`config.mk`:
```
export PLATFORM = sky130hd
export DESIGN_NAME = srlt_ram
export DESIGN_NICKNAME = d
export VERILOG_FILES = /design/src/srlt_ram.sv
export SDC_FILE = /design/constraint.sdc
export NUM_CORES = 2
export LEC_CHECK = 0
export ABC_CLOCK_PERIOD_IN_PS = 4800
export BUFFER_PORTS_ARGS = -buffer_cell sky130_fd_sc_hd__clkbuf_2
export CORE_ASPECT_RATIO = 1.2
export CORE_MARGIN = 2
export CORE_UTILIZATION = 40
export DETAILED_ROUTE_END_ITERATION = 10
export HOLD_SLACK_MARGIN = 0.08
export PLACE_DENSITY = 0.64
export SYNTH_ARGS = -nofsm -noshare
export SYNTH_HDL_FRONTEND = slang
export SYNTH_SLANG_ARGS = --single-unit
```
`constraint.sdc`:
```
create_clock -name i_clk -period 4.8 [get_ports i_clk]
set_input_delay 0.24 -clock i_clk [delete_from_list [all_inputs] [get_ports i_clk]]
set_output_delay 0.24 -clock i_clk [all_outputs]
set_load 0.01 [all_outputs]
```
`src/srlt_ram.sv`:
```
`timescale 1ns / 1ps
`default_nettype none
module srlt_ram #(
    parameter int Width = 48,
    parameter int Depth = 64
) (
    input  wire                       i_clk,
    input  wire                       i_we,
    input  wire [$clog2(Depth)-1:0]   i_waddr,
    input  wire [Width-1:0]           i_wdata,
    input  wire [$clog2(Depth)-1:0]   i_raddr,
    output logic [Width-1:0]          o_rdata
);
    logic [Width-1:0] r_mem [Depth];

    // write port and registered read port
    always_ff @(posedge i_clk) begin
        if (i_we) begin
            r_mem[i_waddr] <= i_wdata;
        end
        o_rdata <= r_mem[i_raddr];
    end
endmodule
`default_nettype wire

```
==> out/qor.yml <==
outcome: "completed"
cp_max_fo: 18
arrival_ps: 3430
cellLeakagePower_nw: 41.3
start_kind: "primary input"
final_antenna_net_count: 0
path_clk_slew_ps: 60
yosysUniqueCellTypes: 36
grt_pass1_vias: 56700
hold_violations: 0
nets: 5390
crit_family: "simple AND/OR/NAND/NOR gates"
cp_num_buf_inv: 3
gp_congestion: 0.801
syn_area_um2: 117000
drive_gt1_share_pct: 28.6
place_hpwl_um: 171000
yosysWarnings: 0
rows: 217
period_share_pct: 60.2
syn2layout_area_growth_pct: 14.3
async_flop_share_pct: 0
fill_cells: 23600
die_area_um2: 297000
cts.sinks: 3120
portBuffers: 109
first_iter_violations: 6795
fp.coreArea_um2: 291000
cts_root_buf: "clkbuf_16"
ys.flop_type: "edfxtp_1"
relSlewSlack_pct: 13.5
grt_usage_pct: 20.4
cp_slowest_stage_delay_ps: 950
start_util_pct: 40.2
dr.pass1.iters: 5
post_drt_wl_per_cell_um: 32.6
post_cts_resized: 0
vias_per_cell: 5.96
fp.dieW_um: 498
worst_hold_path_type: "in2reg"
endpoint_kind: "flip-flop"
clock.fmax_mhz: 346
antenna_found_initial: 28
cap_violations: 0
path_class: "in2reg"
route.vias.total: 56100
powerDensity_nw_per_um2: 428
tritoncts: "yes"
cts_buffers: 320
routed_wl_um: 307000
avgSynthCellArea_um2: 23.6
reg2reg_slack_ps: 2660
slowest_stage: "nor2_4"
grt-ovfl-total: 0
fin_skew_ps: 66.4
worst_pin_slew_ps: 1290
grt_first_pass_wirelength_um: 430000
fin_crit_ps: 2890
hold_slack_ps: 149
insertion_delay_ps: 970
postCtsSetupRepairBufs: 0
top_level_ports: 110
drc: 0
syn_inst: 4970
irDropWorstVdd_mv: 0.415
seq_area_um2: 93200
ys_seq_area_share_pct: 79.6
final.setup.worst_slack_ps: 1910
fp.dieH_um: 597
ys_ff_latch: 3120
cts_buffer_depth: 4
synth_nets: 5032
rsz0062_at_grt: "false"
fin_setup_tns_ps: 0
pre_cts_ws_ps: 1560
path_cells: "dlygate4sd3_1 > clkbuf_2 > nor2b_1 > nand3_1 > nor2_4 > buf_4"
h-tree-depth: 5
grt_max_degree: 119
worstPathRequired_ps: 5350
slew_violations: 0
power_w: 0.0573
synth_edf_count: 3072
setup_viol: 0
multi_input_area_um2: 22900
## stage by stage
step                util (%)  std cells  area, um2
floorplan                  -       4970     117000
global placement        42.4       8820     123000
detailed placement      42.4       8820     123000
CTS                     45.9       9392     134000
global route            45.9       9400     134000
finish                  45.9       9405     134000
## worst reg2reg max path, cell delays in order, from the launching register on
cell,delay [ps]
edfxtp_1,370
mux4_2,500
mux2i_1,380
a21oi_1,130
a21oi_1,540
a221oi_1,110
## synthesized netlist by cell type (4+ instances only)
master / number / area [um2]
buf_6: 11 / 124
o221ai_1: 28 / 245
nand2_1: 55 / 206
clkbuf_1: 98 / 368
a22oi_1: 72 / 541
mux2_2: 12 / 135
nor2_1: 132 / 495
buf_2: 98 / 490
a211oi_1: 32 / 240
nand2b_1: 10 / 62.6
nand3b_1: 5 / 37.5
a31o_2: 5 / 43.8
nand3_1: 7 / 35.0
a311oi_1: 11 / 96.3
or3b_2: 4 / 35.0
dfxtp_1: 48 / 961
mux4_2: 754 / 17000
buf_4: 62 / 465
a21oi_1: 74 / 370
a22o_1: 57 / 499
a221oi_1: 83 / 727
buf_1: 12 / 45.0
mux2i_1: 63 / 631
o22ai_1: 122 / 763
nor2b_1: 24 / 150
edfxtp_1: 3072 / 92200
## state kept, by name (all words and copies together), names as in the netlist
| register | cells |
|---|---|
| r_mem | 3072 |
| o_rdata | 48 |
## where the power goes
part	internal, W	total, W	switching [W]
Combinational	0.000953	0.00259	0.00163
Clock	0.0144	0.0244	0.0100
Sequential	0.0302	0.0303	0.000127
## routing by layer
metal	part of all wire (%)	global-route usage [%]	up-vias
li1	-	-	22200
met1	38	26.6	30600
met2	51	34.4	2711
met3	7.8	3.74	543
met4	3.2	6.76	12
met5	0.026	0	-
## path summary, 6_finish.rpt
kind            startpoint             to  cells after the start
max             i_waddr[1]  r_mem[43][41]                      6
min             i_raddr[1]     o_rdata[1]                      4
max reg2reg  r_mem[39][26]    o_rdata[26]                      5
min reg2reg  r_mem[59][13]    o_rdata[13]                      4
## cell families (layout without fill, tap and decap cells)
family                 count (synthesis)  after routing  synth area share, %
DFF                                 3120           3120                 79.6
muxes                                829            829                 15.2
AOI/OAI and AO/OA                    486            486                 3.02
buffers and inverters                282            872                 1.28
and+or+nand+nor                      253            253                0.957
other                                  0             13                    0
## what timing repair did
item	in CTS	in global routing
hold buffers	18	0
hold endpoints to repair	1023	0
setup endpoints to repair	0	0
## cell usage in the layout (no fill, tap or decap), drive strengths merged, types with 10 or more instances in the layout
cell,synthesis,final
o22ai,122,122
a22o,57,57
dlygate4sd3,0,18
o221ai,28,28
diode,0,13
a22oi,72,72
nor2b,24,24
mux4,754,754
nor2,132,132
buf,183,195
nand2,55,55
mux2,12,12
clkinvlp,0,11
a21oi,74,74
clkbuf,99,496
edfxtp,3072,3072
bufinv,0,35
a221oi,83,83
nand2b,10,10
a211oi,32,32
a311oi,11,11
clkinv,0,109
dfxtp,48,48
mux2i,63,63
## cell type report
cell class | instances | share of cell area (%)
sequential | 3120 | 69.6
clock buffer | 391 | 6.34
antenna | 13 | 0.0243
clock inverter | 163 | 1.27
tap | 3832 | 3.58
multi-input combinational | 1568 | 17.1
timing repair buffer | 318 | 2.01
Power figures use the tool's default switching activity.
